===== config.mk =====
export PLATFORM = sky130hd
export DESIGN_NAME = ps2_frame_receiver_fifo
export DESIGN_NICKNAME = d
export VERILOG_FILES = /design/src/hw/rtl/ps2fr_pkg.sv /design/src/hw/rtl/ps2fr_front.sv /design/src/hw/rtl/ps2fr_cmd_queue.sv /design/src/hw/rtl/ps2fr_back.sv /design/src/hw/rtl/ps2_frame_receiver_fifo.sv
export SDC_FILE = /design/constraint.sdc
export NUM_CORES = 1
export LEC_CHECK = 0
export BUFFER_PORTS_ARGS = -buffer_cell sky130_fd_sc_hd__buf_2
export CAP_MARGIN = 20
export CORE_MARGIN = 2
export CORE_UTILIZATION = 35
export CTS_CLUSTER_SIZE = 14
export DETAILED_ROUTE_END_ITERATION = 7
export PLACE_DENSITY = 0.61
export SLEW_MARGIN = 30
export SYNTH_ARGS = -nofsm -noshare
export SYNTH_HDL_FRONTEND = slang
export SYNTH_SLANG_ARGS = --single-unit

===== constraint.sdc =====
create_clock -name clock -period 7.35 [get_ports clock]
set_input_delay 0.735 -clock clock [delete_from_list [all_inputs] [get_ports clock]]
set_output_delay 0.735 -clock clock [all_outputs]
set_load 0.02 [all_outputs]

===== src/hw/rtl/ps2fr_pkg.sv =====
// ps2fr_pkg: shared types, constants and helpers of the ps2 frame receiver
// no dependencies; used by every module of the block
`timescale 1ns / 1ps

package ps2fr_pkg;

   // receive byte fifo geometry
   localparam int FIFO_SLOTS = 64;
   localparam int SLOT_W     = (FIFO_SLOTS > 1) ? $clog2(FIFO_SLOTS) : 1;

   // frame and timing constants
   localparam logic [3:0]  FRAME_BITS = 4'd11;
   localparam logic [15:0] GAP_RESET  = 16'd250;

   // request operation codes
   localparam logic OP_EDGE = 1'b0;
   localparam logic OP_READ = 1'b1;

   // command codes between front and back
   localparam logic [1:0] CMD_NONE = 2'd0;
   localparam logic [1:0] CMD_PUSH = 2'd1;
   localparam logic [1:0] CMD_READ = 2'd2;

   // configuration register index and port width
   localparam int   CSR_ADDR_W    = 3;
   localparam logic REG_FRAME_GAP = 1'b0;

   typedef struct packed {
      logic        operation;
      logic        data_bit;
      logic [31:0] now_ms;
   } req_type;

   typedef struct packed {
      logic       read_valid;
      logic [7:0] read_byte;
      logic       byte_stored;
      logic       byte_dropped;
   } rsp_type;

   typedef struct packed {
      logic [1:0] kind;
      logic [7:0] data;
   } cmd_type;

   // ring advance of a fifo slot
   function automatic logic [SLOT_W-1:0] next_slot(input logic [SLOT_W-1:0] s);
      logic [SLOT_W-1:0] n;
      if (s == SLOT_W'(FIFO_SLOTS - 1)) begin
         n = '0;
      end else begin
         n = s + SLOT_W'(1);
      end
      return n;
   endfunction

endpackage


===== src/hw/rtl/ps2fr_front.sv =====
// ps2fr_front: frame assembly from ps2 clock edges, classifies each request
// depends on ps2fr_pkg
`timescale 1ns / 1ps

module ps2fr_front (
   input  logic                clock,
   input  logic                reset,
   input  logic                accept,
   input  ps2fr_pkg::req_type  req,
   input  logic [15:0]         frame_gap_ms,
   output ps2fr_pkg::cmd_type  cmd
);

   logic [3:0]  bit_index_ff, bit_index_in;
   logic [7:0]  shift_byte_ff, shift_byte_in;
   logic [31:0] last_edge_ff, last_edge_in;

   logic [31:0] gap;
   logic        restart;
   logic [3:0]  bi_cur;
   logic [7:0]  sb_cur;
   logic [7:0]  sb_new;
   logic [3:0]  bi_new;
   logic [2:0]  bit_pos;

   // frame state update and command classification
   always_comb begin
      gap     = req.now_ms - last_edge_ff;
      restart = gap > {16'd0, frame_gap_ms};
      bi_cur  = restart ? 4'd0 : bit_index_ff;
      sb_cur  = restart ? 8'd0 : shift_byte_ff;
      bit_pos = 3'(bi_cur - 4'd1);
      sb_new  = sb_cur;
      if (bi_cur >= 4'd1 && bi_cur <= 4'd8) begin
         sb_new = sb_cur | (8'(req.data_bit) << bit_pos);
      end
      bi_new = bi_cur + 4'd1;

      bit_index_in  = bit_index_ff;
      shift_byte_in = shift_byte_ff;
      last_edge_in  = last_edge_ff;
      cmd.kind      = ps2fr_pkg::CMD_READ;
      cmd.data      = 8'd0;
      if (req.operation == ps2fr_pkg::OP_EDGE) begin
         last_edge_in = req.now_ms;
         cmd.kind     = ps2fr_pkg::CMD_NONE;
         if (bi_new >= ps2fr_pkg::FRAME_BITS) begin
            cmd.kind      = ps2fr_pkg::CMD_PUSH;
            cmd.data      = sb_new;
            bit_index_in  = 4'd0;
            shift_byte_in = 8'd0;
         end else begin
            bit_index_in  = bi_new;
            shift_byte_in = sb_new;
         end
      end
   end

   // frame state registers
   always_ff @(posedge clock) begin
      if (reset) begin
         bit_index_ff  <= 4'd0;
         shift_byte_ff <= 8'd0;
         last_edge_ff  <= 32'd0;
      end else if (accept) begin
         bit_index_ff  <= bit_index_in;
         shift_byte_ff <= shift_byte_in;
         last_edge_ff  <= last_edge_in;
      end
   end

endmodule


===== src/hw/rtl/ps2fr_cmd_queue.sv =====
// ps2fr_cmd_queue: two-entry command queue between front and back
// depends on ps2fr_pkg
`timescale 1ns / 1ps

module ps2fr_cmd_queue (
   input  logic                clock,
   input  logic                reset,
   input  logic                push,
   input  ps2fr_pkg::cmd_type  push_cmd,
   output logic                not_full,
   input  logic                pop,
   output logic                not_empty,
   output ps2fr_pkg::cmd_type  head
);

   ps2fr_pkg::cmd_type entry_ff [2];
   logic       wr_ptr_ff, wr_ptr_in;
   logic       rd_ptr_ff, rd_ptr_in;
   logic [1:0] count_ff, count_in;

   assign not_full  = (count_ff != 2'd2);
   assign not_empty = (count_ff != 2'd0);
   assign head      = entry_ff[rd_ptr_ff];

   // pointer and occupancy update
   always_comb begin
      wr_ptr_in = push ? ~wr_ptr_ff : wr_ptr_ff;
      rd_ptr_in = pop  ? ~rd_ptr_ff : rd_ptr_ff;
      count_in  = count_ff;
      if (push && !pop) begin
         count_in = count_ff + 2'd1;
      end else if (pop && !push) begin
         count_in = count_ff - 2'd1;
      end
   end

   // control registers
   always_ff @(posedge clock) begin
      if (reset) begin
         wr_ptr_ff <= 1'b0;
         rd_ptr_ff <= 1'b0;
         count_ff  <= 2'd0;
      end else begin
         wr_ptr_ff <= wr_ptr_in;
         rd_ptr_ff <= rd_ptr_in;
         count_ff  <= count_in;
      end
   end

   // entry storage
   always_ff @(posedge clock) begin
      if (push) begin
         entry_ff[wr_ptr_ff] <= push_cmd;
      end
   end

endmodule


===== src/hw/rtl/ps2fr_back.sv =====
// ps2fr_back: receive byte ring fifo and response register
// depends on ps2fr_pkg
`timescale 1ns / 1ps

module ps2fr_back (
   input  logic                clock,
   input  logic                reset,
   input  logic                cmd_valid,
   input  ps2fr_pkg::cmd_type  cmd,
   output logic                cmd_pop,
   output logic                rsp_valid,
   input  logic                rsp_ready,
   output ps2fr_pkg::rsp_type  rsp_data
);

   localparam int SW = ps2fr_pkg::SLOT_W;

   logic [7:0]    byte_store [ps2fr_pkg::FIFO_SLOTS];
   logic [SW-1:0] write_slot_ff, write_slot_in;
   logic [SW-1:0] read_slot_ff, read_slot_in;
   logic          rsp_valid_ff;
   logic          read_valid_ff, read_valid_in;
   logic          stored_ff, stored_in;
   logic          dropped_ff, dropped_in;
   logic [7:0]    rd_data_ff;

   logic          mem_we;
   logic          mem_re;
   logic [SW-1:0] wr_next;
   logic [SW-1:0] rd_next;

   assign cmd_pop = cmd_valid && (!rsp_valid_ff || rsp_ready);

   // fifo command execution
   always_comb begin
      wr_next       = ps2fr_pkg::next_slot(write_slot_ff);
      rd_next       = ps2fr_pkg::next_slot(read_slot_ff);
      write_slot_in = write_slot_ff;
      read_slot_in  = read_slot_ff;
      read_valid_in = 1'b0;
      stored_in     = 1'b0;
      dropped_in    = 1'b0;
      mem_we        = 1'b0;
      mem_re        = 1'b0;
      case (cmd.kind)
         ps2fr_pkg::CMD_PUSH: begin
            if (wr_next != read_slot_ff) begin
               mem_we        = cmd_pop;
               write_slot_in = wr_next;
               stored_in     = 1'b1;
            end else begin
               dropped_in = 1'b1;
            end
         end
         ps2fr_pkg::CMD_READ: begin
            if (read_slot_ff != write_slot_ff) begin
               mem_re        = cmd_pop;
               read_slot_in  = rd_next;
               read_valid_in = 1'b1;
            end
         end
         default: begin
         end
      endcase
   end

   // pointers and response control
   always_ff @(posedge clock) begin
      if (reset) begin
         write_slot_ff <= '0;
         read_slot_ff  <= '0;
         rsp_valid_ff  <= 1'b0;
      end else begin
         if (cmd_pop) begin
            write_slot_ff <= write_slot_in;
            read_slot_ff  <= read_slot_in;
            rsp_valid_ff  <= 1'b1;
         end else if (rsp_ready) begin
            rsp_valid_ff <= 1'b0;
         end
      end
   end

   // response flags
   always_ff @(posedge clock) begin
      if (cmd_pop) begin
         read_valid_ff <= read_valid_in;
         stored_ff     <= stored_in;
         dropped_ff    <= dropped_in;
      end
   end

   // byte store, one write and one registered read port
   always_ff @(posedge clock) begin
      if (mem_we) begin
         byte_store[wr_next] <= cmd.data;
      end
      if (mem_re) begin
         rd_data_ff <= byte_store[rd_next];
      end
   end

   assign rsp_valid             = rsp_valid_ff;
   assign rsp_data.read_valid   = read_valid_ff;
   assign rsp_data.read_byte    = read_valid_ff ? rd_data_ff : 8'd0;
   assign rsp_data.byte_stored  = stored_ff;
   assign rsp_data.byte_dropped = dropped_ff;

endmodule


===== src/hw/rtl/ps2_frame_receiver_fifo.sv =====
// ps2_frame_receiver_fifo: top level, csr register and front/queue/back wiring
// depends on ps2fr_pkg, ps2fr_front, ps2fr_cmd_queue, ps2fr_back
//
//   channel   direction  handshake               payload
//   req_      in         req_valid / req_ready   req_data (ps2fr_pkg::req_type)
//   rsp_      out        rsp_valid / rsp_ready   rsp_data (ps2fr_pkg::rsp_type)
//   csr_      in/out     apb psel/penable/pready frame_gap_ms at address 0
//
// one request per cycle sustained while rsp_ready is held; the front writes the
// command queue when a request is accepted, and the fifo step then loads the response
// register from the queue head. reset is synchronous and clears frame state, queue and
// fifo pointers; the byte store has no clearing pass. a stalled response holds the
// back, the two-entry queue keeps accepting until it fills, then req_ready drops.
`timescale 1ns / 1ps

module ps2_frame_receiver_fifo (
   input  logic                               clock,
   input  logic                               reset,
   input  logic                               req_valid,
   output logic                               req_ready,
   input  ps2fr_pkg::req_type                 req_data,
   output logic                               rsp_valid,
   input  logic                               rsp_ready,
   output ps2fr_pkg::rsp_type                 rsp_data,
   input  logic                               csr_psel,
   input  logic                               csr_penable,
   input  logic                               csr_pwrite,
   input  logic [ps2fr_pkg::CSR_ADDR_W-1:0]   csr_paddr,
   input  logic [31:0]                        csr_pwdata,
   output logic [31:0]                        csr_prdata,
   output logic                               csr_pready
);

   logic [15:0]        frame_gap_ff;
   logic               req_accept;
   logic               q_not_full;
   logic               q_not_empty;
   logic               q_pop;
   ps2fr_pkg::cmd_type front_cmd;
   ps2fr_pkg::cmd_type q_head;
   logic               csr_reg_idx;

   // configuration register access
   assign csr_pready  = 1'b1;
   assign csr_reg_idx = csr_paddr[2];
   assign csr_prdata  = (csr_reg_idx == ps2fr_pkg::REG_FRAME_GAP) ?
                        {16'd0, frame_gap_ff} : 32'd0;

   always_ff @(posedge clock) begin
      if (reset) begin
         frame_gap_ff <= ps2fr_pkg::GAP_RESET;
      end else if (csr_psel && csr_penable && csr_pwrite && csr_pready &&
                   csr_reg_idx == ps2fr_pkg::REG_FRAME_GAP) begin
         frame_gap_ff <= csr_pwdata[15:0];
      end
   end

   // request handshake
   assign req_ready  = q_not_full;
   assign req_accept = req_valid && q_not_full;

   ps2fr_front u_front (
      .clock        (clock),
      .reset        (reset),
      .accept       (req_accept),
      .req          (req_data),
      .frame_gap_ms (frame_gap_ff),
      .cmd          (front_cmd)
   );

   ps2fr_cmd_queue u_queue (
      .clock     (clock),
      .reset     (reset),
      .push      (req_accept),
      .push_cmd  (front_cmd),
      .not_full  (q_not_full),
      .pop       (q_pop),
      .not_empty (q_not_empty),
      .head      (q_head)
   );

   ps2fr_back u_back (
      .clock     (clock),
      .reset     (reset),
      .cmd_valid (q_not_empty),
      .cmd       (q_head),
      .cmd_pop   (q_pop),
      .rsp_valid (rsp_valid),
      .rsp_ready (rsp_ready),
      .rsp_data  (rsp_data)
   );

endmodule

==> reports/summary.txt, run 1 <==
Antenna violations before repair -> 0
H-tree Lvls -> 3
Peak VDD IR -> 0.000211 V
CP Capture Type -> flip-flop
Crit Reg-Reg Endpoint -> u_queue.entry_ff[0][6]$_DFFE_PP_
Nets -> 2,029
Layout area overhead -> 13.4%
CTS buffer count -> 67
CP required -> 7710 ps
Total wire length -> 62,600 microns
Top-area cell type share of the netlist area -> 59.5%
HPWL Detailed -> 40,500 microns
Min Hold Slack -> 338 ps
R2R Path Start -> u_front.last_edge_ff[0]$_SDFFE_PP0P_
Leak -> 10.1 nW
Worst R2R Path Depth -> 27
Largest family of logic cells by synthesized area -> multiplexers
Status -> completed
Yosys reg bits -> 621
XOR/XNOR Fraction of Synth Area -> 1.31%
Worst slew margin -> 36.9%
Final period util -> 79.9%
Synth Area in Compound Gates -> 6.29%
Mapped Avg Cell Area -> 15.1 sq um
Most area-consuming cells after synthesis -> edfxtp_1 60%, mux4_2 13%, dfxtp_1 5.7%
Later-pin clock latency in the skew report -> 620 ps
Async set-reset flop share out of synthesis -> 0%
Area leader, netlist -> edfxtp_1
Clk sinks -> 621
Post_cts resized -> 0
Largest net degree at the start of global routing -> 66
Most used DFF post-synth -> edfxtp_1
Antenna Nets Post-Route -> 0
Placer congestion estimate -> 0.839
Sequential share of the synthesized area -> 65.3%
Layout cells sized above 1 -> 20.3%
Worst Hold Endpoint -> frame_gap_ff[1]$_SDFFE_PP1P_
Slowest-stage cell, CP -> or4_4
Crit Path Category -> reg -> reg
Clk slew on worst S/H paths -> 60 ps
Worst-Margin Slew -> 943 ps
Vias in the first global route -> 15,800
Yosys warnings -> 0
Mux contribution to synthesized area -> 14.1%
Chip width -> 284 microns
Initial Util -> 35.3%
CP Data Arrival Time -> 6230 ps
Vias -> 15,800
1st-pass router iterations -> 6
N_diodes -> 0
Area share of fa/ha/maj cells after synthesis -> 2.54%
Final setup fails -> 0
Netlist cell types -> 81
I/O pins -> 122
Synthesized instance count -> 1,813
Simple-Gate Fraction of Synth Area -> 7.69%
Startpoint Class -> flip-flop
Max Cap Viol -> 0
GR Util met3 -> 2.69%
Root Driver -> clkbuf_16
Fmax -> 0.170 GHz
Mapped cell area -> 0.0274 sq mm
Power Density -> 277 mW/mm^2
Port Buffers -> 86
Top cells by count, synth -> 543 x edfxtp_1, 160 x mux4_2, 150 x nand2_1
Worst Setup Slack, final -> 1480 ps
Path type of the worst min-delay path -> in -> reg
Worst hold start -> csr_pwdata[1]
Post-synth EDFFs -> 543
RSZ-0062 raised after global routing -> false
Worst slack at placement -> 871 ps
DR vias/cell -> 5.29
Critical Path Fanout Max -> 14
Final slew viol count -> 0
CORE AREA -> 0.0775 sq mm
Die area -> 0.0805 sq mm
Gr ovfl total -> 0
Global Route met2 Usage -> 25.5%
Clock skew -> 25.3 ps
GRT Overall Usage -> 15.5%
Wire per inst -> 20.9 microns
Slowest stage delay, CP -> 550 ps
CTS Buffer Depth -> 3
Post-CTS setup buffer count -> 0
DRT iter0 DRCs -> 1,435
First-pass GRT wire length -> 96,000 microns
Min cycle time layout -> 5870 ps
Hold path cells -> 2
Fin Setup TNS -> 0 ps
Post-route DRC -> 0
Hold_buf cts -> 0
Global route hottest layer -> met2
CTS tree -> done
Hold Fails Final Rpt -> 0
Setup slack, reg-to-reg -> 1480 ps
Die Span Y -> 284 microns
Most common cell in the synthesized netlist -> edfxtp_1
Row count -> 102
Met1 usage -> 21.2%
placed cells by master, fill, tap and decap left out, drive strengths merged, types with 9 or more instances in the layout:
cell type | Yosys | final
nor4 | 9 | 9
nand3 | 27 | 27
buf | 52 | 112
nor3 | 20 | 20
a211oi | 14 | 14
o21ai | 45 | 45
nand2 | 152 | 152
inv | 68 | 73
clkbuf | 59 | 81
clkinv | 0 | 32
and2 | 16 | 16
nand2b | 13 | 13
xnor2 | 24 | 24
nand4 | 20 | 20
mux2i | 15 | 15
mux2 | 9 | 9
xor2 | 17 | 17
dfxtp | 78 | 78
edfxtp | 543 | 543
a21oi | 127 | 127
ha | 54 | 54
nor2b | 16 | 16
conb | 2 | 17
mux4 | 160 | 160
nor2 | 147 | 147
power by group:
part	internal (W)	total, W	switching (W)
Clock	0.00180	0.00322	0.00142
Sequential	0.00421	0.00426	0.0000467
Combinational	0.000319	0.00113	0.000815
layout make-up:
class	count	area (sq um)
clock buffers	81	1750
clock inverters	41	355
fillers	7063	46400
inverters	68	255
multi-input cells	1028	8860
flip-flops and latches	621	17900
well taps	1040	1300
repair buffers	112	666
sequential cells by signal, indices dropped and copies added, names as in the netlist, 2 cells and up, named ones only:
register               cells
frame_gap_ff              16
u_front.bit_index_ff       4
u_back.write_slot_ff       6
u_queue.entry_ff          20
u_front.last_edge_ff      32
u_back.byte_store        512
u_back.rd_data_ff          8
u_front.shift_byte_ff      8
u_queue.count_ff           2
u_back.read_slot_ff        6
worst max-delay path by stage:
stage,start,end,slack (ps),cells past startpoint
after floorplan,req_data[0],u_queue.entry_ff[0][6]$_DFFE_PP_,1610,28
after global placement,req_data[0],u_queue.entry_ff[0][6]$_DFFE_PP_,890,29
after detailed placement,req_data[0],u_queue.entry_ff[0][6]$_DFFE_PP_,870,29
after CTS,u_front.last_edge_ff[0]$_SDFFE_PP0P_,u_queue.entry_ff[0][6]$_DFFE_PP_,1490,27
after global routing,u_front.last_edge_ff[0]$_SDFFE_PP0P_,u_queue.entry_ff[0][6]$_DFFE_PP_,1010,27
final,u_front.last_edge_ff[0]$_SDFFE_PP0P_,u_queue.entry_ff[0][6]$_DFFE_PP_,1480,27
metrics by stage:
stage	std cells	utilization, %	power [W]	instance area (sq um)
final	2991	40.1	0.00861	31100
after global routing	2991	40.1	0.00894	31100
after floorplan	1828	-	0.00503	27400
after global placement	2866	37.3	0.00542	28900
after detailed placement	2868	37.3	0.00547	28900
after CTS	2990	40.0	0.00868	31000
routing by layer:
layer  vias to the layer above  wire [microns]
li1                       7151               -
met1                      8112           27000
met2                       486           30800
met3                        75            3700
met4                         0            1090
met5                         -               0
worst max-delay path, delay by kind of cell (launching register included):
| kind | cells | cell delay (ps) |
|---|---|---|
| AO/OA/AOI/OAI | 10 | 1880 |
| XOR/XNOR | 1 | 190 |
| buffers and inverters | 4 | 540 |
| AND/OR/NAND/NOR | 8 | 1510 |
| adder cells (fa/ha/maj) | 4 | 1200 |
| flip-flops | 1 | 310 |
kinds of logic (layout without fill, tap and decap cells):
logic type,Yosys count,count (layout)
flops,621,621
compound gates,276,276
other cells,2,17
mux,184,184
xor+xnor,41,41
buf+inv,179,302
fa+ha+maj,55,55
simple gates,455,455
Power figures use the tool's default switching activity.
==> run 2, diff against run 1 <==
Settings changed: ABC_AREA set to 1.
Clock period 7.35 ns to 5.8 ns, I/O delays scaled along.
==> reports/summary.txt, run 2 <==
Chip width -> 287 microns (+1.1%)
Die Span Y -> 287 microns (+1.1%)
CP required -> 6060 ps (-1650 ps)
CORE AREA -> 0.0791 sq mm (+2.1%)
Area of the multi-input gates -> 0.00865 sq mm (-2.4%)
# fillers -> 7,673 (+8.6%)
Post-Place Cell Area -> 0.0295 sq mm (+1.9%)
Fmax -> 0.218 GHz (+28%)
Power Density -> 464 mW/mm^2 (+67%)
Post-synth EDFFs -> 543 (unchanged)
Mapped cell area -> 0.0280 sq mm (+2.3%)
Initial Util -> 35.4% (+0.064 points)
CTS tree -> done
Async set-reset flop share out of synthesis -> 0% (unchanged)
RSZ-0062 raised after global routing -> false
Number of flip-flops in the largest register -> 512 (unchanged)
Die area -> 0.0823 sq mm (+2.3%)
DRT iter0 DRCs -> 1,830 (+28%)
Mapped Avg Cell Area -> 10.4 sq um (-31%)
Hold_buf cts -> 0 (unchanged)
DR vias/cell -> 5.10 (-3.5%)
Later-pin clock latency in the skew report -> 630 ps (about the same)
Final setup fails -> 0 (unchanged)
Largest registers -> u_back.byte_store: 512 flops, u_front.last_edge_ff: 32 flops, u_queue.entry_ff: 20 flops
Antenna violations before repair -> 2 (+2)
Slowest-stage cell, CP -> nor2_1
Netlist cell types -> 42 (-48%)
Sequential share of the synthesized area -> 63.8% (-1.5 points)
Most common cell in the synthesized netlist -> edfxtp_1
Path type of the worst min-delay path -> in -> reg
Most frequent cells in the layout -> 543 x edfxtp_1, 424 x nor2_1, 390 x nand2_1, 326 x o21ai_0, 245 x inv_1
Port Buffers -> 86 (unchanged)
Largest net degree at the start of global routing -> 113 (+71%)
Startpoint Class -> flip-flop
Critical Path Fanout Max -> 14 (unchanged)
Root Driver -> clkbuf_16
Vias -> 19,700 (+25%)
Synthesized instance count -> 2,706 (+49%)
Final slew viol count -> 0 (unchanged)
I/O pins -> 122 (unchanged)
H-tree Lvls -> 3 (unchanged)
Crit Path Category -> reg -> reg
Clk sinks -> 621 (unchanged)
Antenna Nets Post-Route -> 0 (unchanged)
CP Data Arrival Time -> 4830 ps (-1400 ps)
Cell Chain, Critical Path -> ha_1, nand2_1, nor2_1, inv_1, nor2_1, nand2_1, nand3_1, inv_1, o22ai_1, a21oi_1, nand4_1, and3_1, nand2_1, inv_1, nand3_1, nor2_1
Worst slew margin -> 34.0% (-3.0 points)
Hold Fails Final Rpt -> 0 (unchanged)
Post-route DRC -> 0 (unchanged)
First-pass GRT wire length -> 108,000 microns (+13%)
N_diodes -> 0 (unchanged)
Nets -> 2,888 (+42%)
Total wire length -> 70,800 microns (+13%)
Yosys warnings -> 0 (unchanged)
Vias in the first global route -> 18,800 (+19%)
Max Cap Viol -> 0 (unchanged)
Status -> completed
Final period util -> 78.9% (-0.96 points)
GRT Overall Usage -> 17.0% (+1.6 points)
Placer congestion estimate -> 0.878 (+4.6%)
Layout cells sized above 1 -> 8.64% (-12 points)
Leak -> 11.6 nW (+15%)
Yosys reg bits -> 621 (unchanged)
CTS Buffer Depth -> 3 (unchanged)
Wire per inst -> 18.3 microns (-12%)
Commonest non-fill, non-tap cell in the layout -> edfxtp_1
CP Capture Type -> flip-flop
Register Area -> 0.0179 sq mm (unchanged)
Top reg by flops -> u_back.byte_store
Post_cts resized -> 0 (unchanged)
Clock skew -> 33.3 ps (+7.93 ps)
Clk slew on worst S/H paths -> 60 ps (about the same)
Post-CTS setup buffer count -> 0 (unchanged)
Min cycle time layout -> 4580 ps (-1290 ps)
Most used DFF post-synth -> edfxtp_1
Row count -> 103 (+0.98%)
HPWL Detailed -> 42,800 microns (+5.6%)
Worst-Margin Slew -> 987 ps (+44.3 ps)
Top-area cell type share of the netlist area -> 58.2% (-1.4 points)
CTS buffer count -> 69 (+3.0%)
Fin Setup TNS -> 0 ps (unchanged)
1st-pass router iterations -> 5 (-1)
Most area-consuming cells after synthesis -> edfxtp_1 58%, o21ai_0 5.8%, nor2_1 5.7%
Slowest stage delay, CP -> 920 ps (+370 ps)
Gr ovfl total -> 0 (unchanged)
Peak VDD IR -> 0.000278 V (+32%)
Area leader, netlist -> edfxtp_1
Final Cell Area -> 0.0317 sq mm (+2.0%)
Top cells by count, synth -> 543 x edfxtp_1, 428 x nor2_1, 391 x nand2_1
Layout area overhead -> 13.0%
[run 2: path summary, 6_finish.rpt]
check	start	end	slack (ps)	cells after the start
worst min register to register	u_front.last_edge_ff[12]$_SDFFE_PP0P_	u_front.last_edge_ff[12]$_SDFFE_PP0P_	450	2
worst min-delay path	csr_pwdata[1]	frame_gap_ff[1]$_SDFFE_PP1P_	190	3
worst max-delay path	u_back.write_slot_ff[1]$_SDFFE_PP0P_	u_back.byte_store[59][1]$_DFFE_PP_	1220	16
worst max register to register	u_back.write_slot_ff[1]$_SDFFE_PP0P_	u_back.byte_store[59][1]$_DFFE_PP_	1220	16
[run 2: routing by layer]
metal  track usage [%]  routed length [microns]  vias up
li1                  -                        -     9560
met1              23.3                    31300     9415
met2              27.1                    32400      606
met3              3.23                     5040      117
met4              5.87                     2000        6
met5             0.407                       66        -
[run 2: cell families after synthesis]
logic type / Yosys count / synth area share (%)
compound gates: 624 / 13.0
xor+xnor: 20 / 0.625
fa+ha+maj: 55 / 2.48
buf+inv: 402 / 5.77
flops: 621 / 63.8
mux: 10 / 0.393
other cells: 2 / 0.0268
simple gates: 972 / 14.0
[run 2: layout make-up]
type                    count  area share (%)
clock inverters            32            1.06
inverters                 249            2.98
well taps                1050            4.15
flip-flops and latches    621            56.4
repair buffers            118            2.24
multi-input cells        1698            27.3
clock buffers              93            5.83
[run 2: power by group]
group	internal (W)	total [W]	switching [W]
logic	0.00137	0.00497	0.00360
registers	0.00540	0.00551	0.000102
clock network	0.00240	0.00420	0.00180
[run 2: critical path: cells and delay by family, from the launching register on]
kind,cells,cell delay [ps]
compound gates,2,210
fa+ha+maj,1,190
buf+inv,3,640
flops,1,410
simple gates,10,2750
[run 2: per-stage QoR]
stage / total power, W / setup slack [ps] / utilization (%) / instances / hold slack [ps]
finish: 0.0147 / 1220 / 40.0 / 3861 / 188
global route: 0.0155 / 663 / 40.0 / 3861 / 169
CTS: 0.0147 / 1230 / 40.0 / 3861 / 159
detailed placement: 0.0105 / 776 / 37.3 / 3736 / 451
global placement: 0.0105 / 822 / 37.2 / 3736 / 434
floorplan: 0.00880 / 1630 / - / 2721 / 426
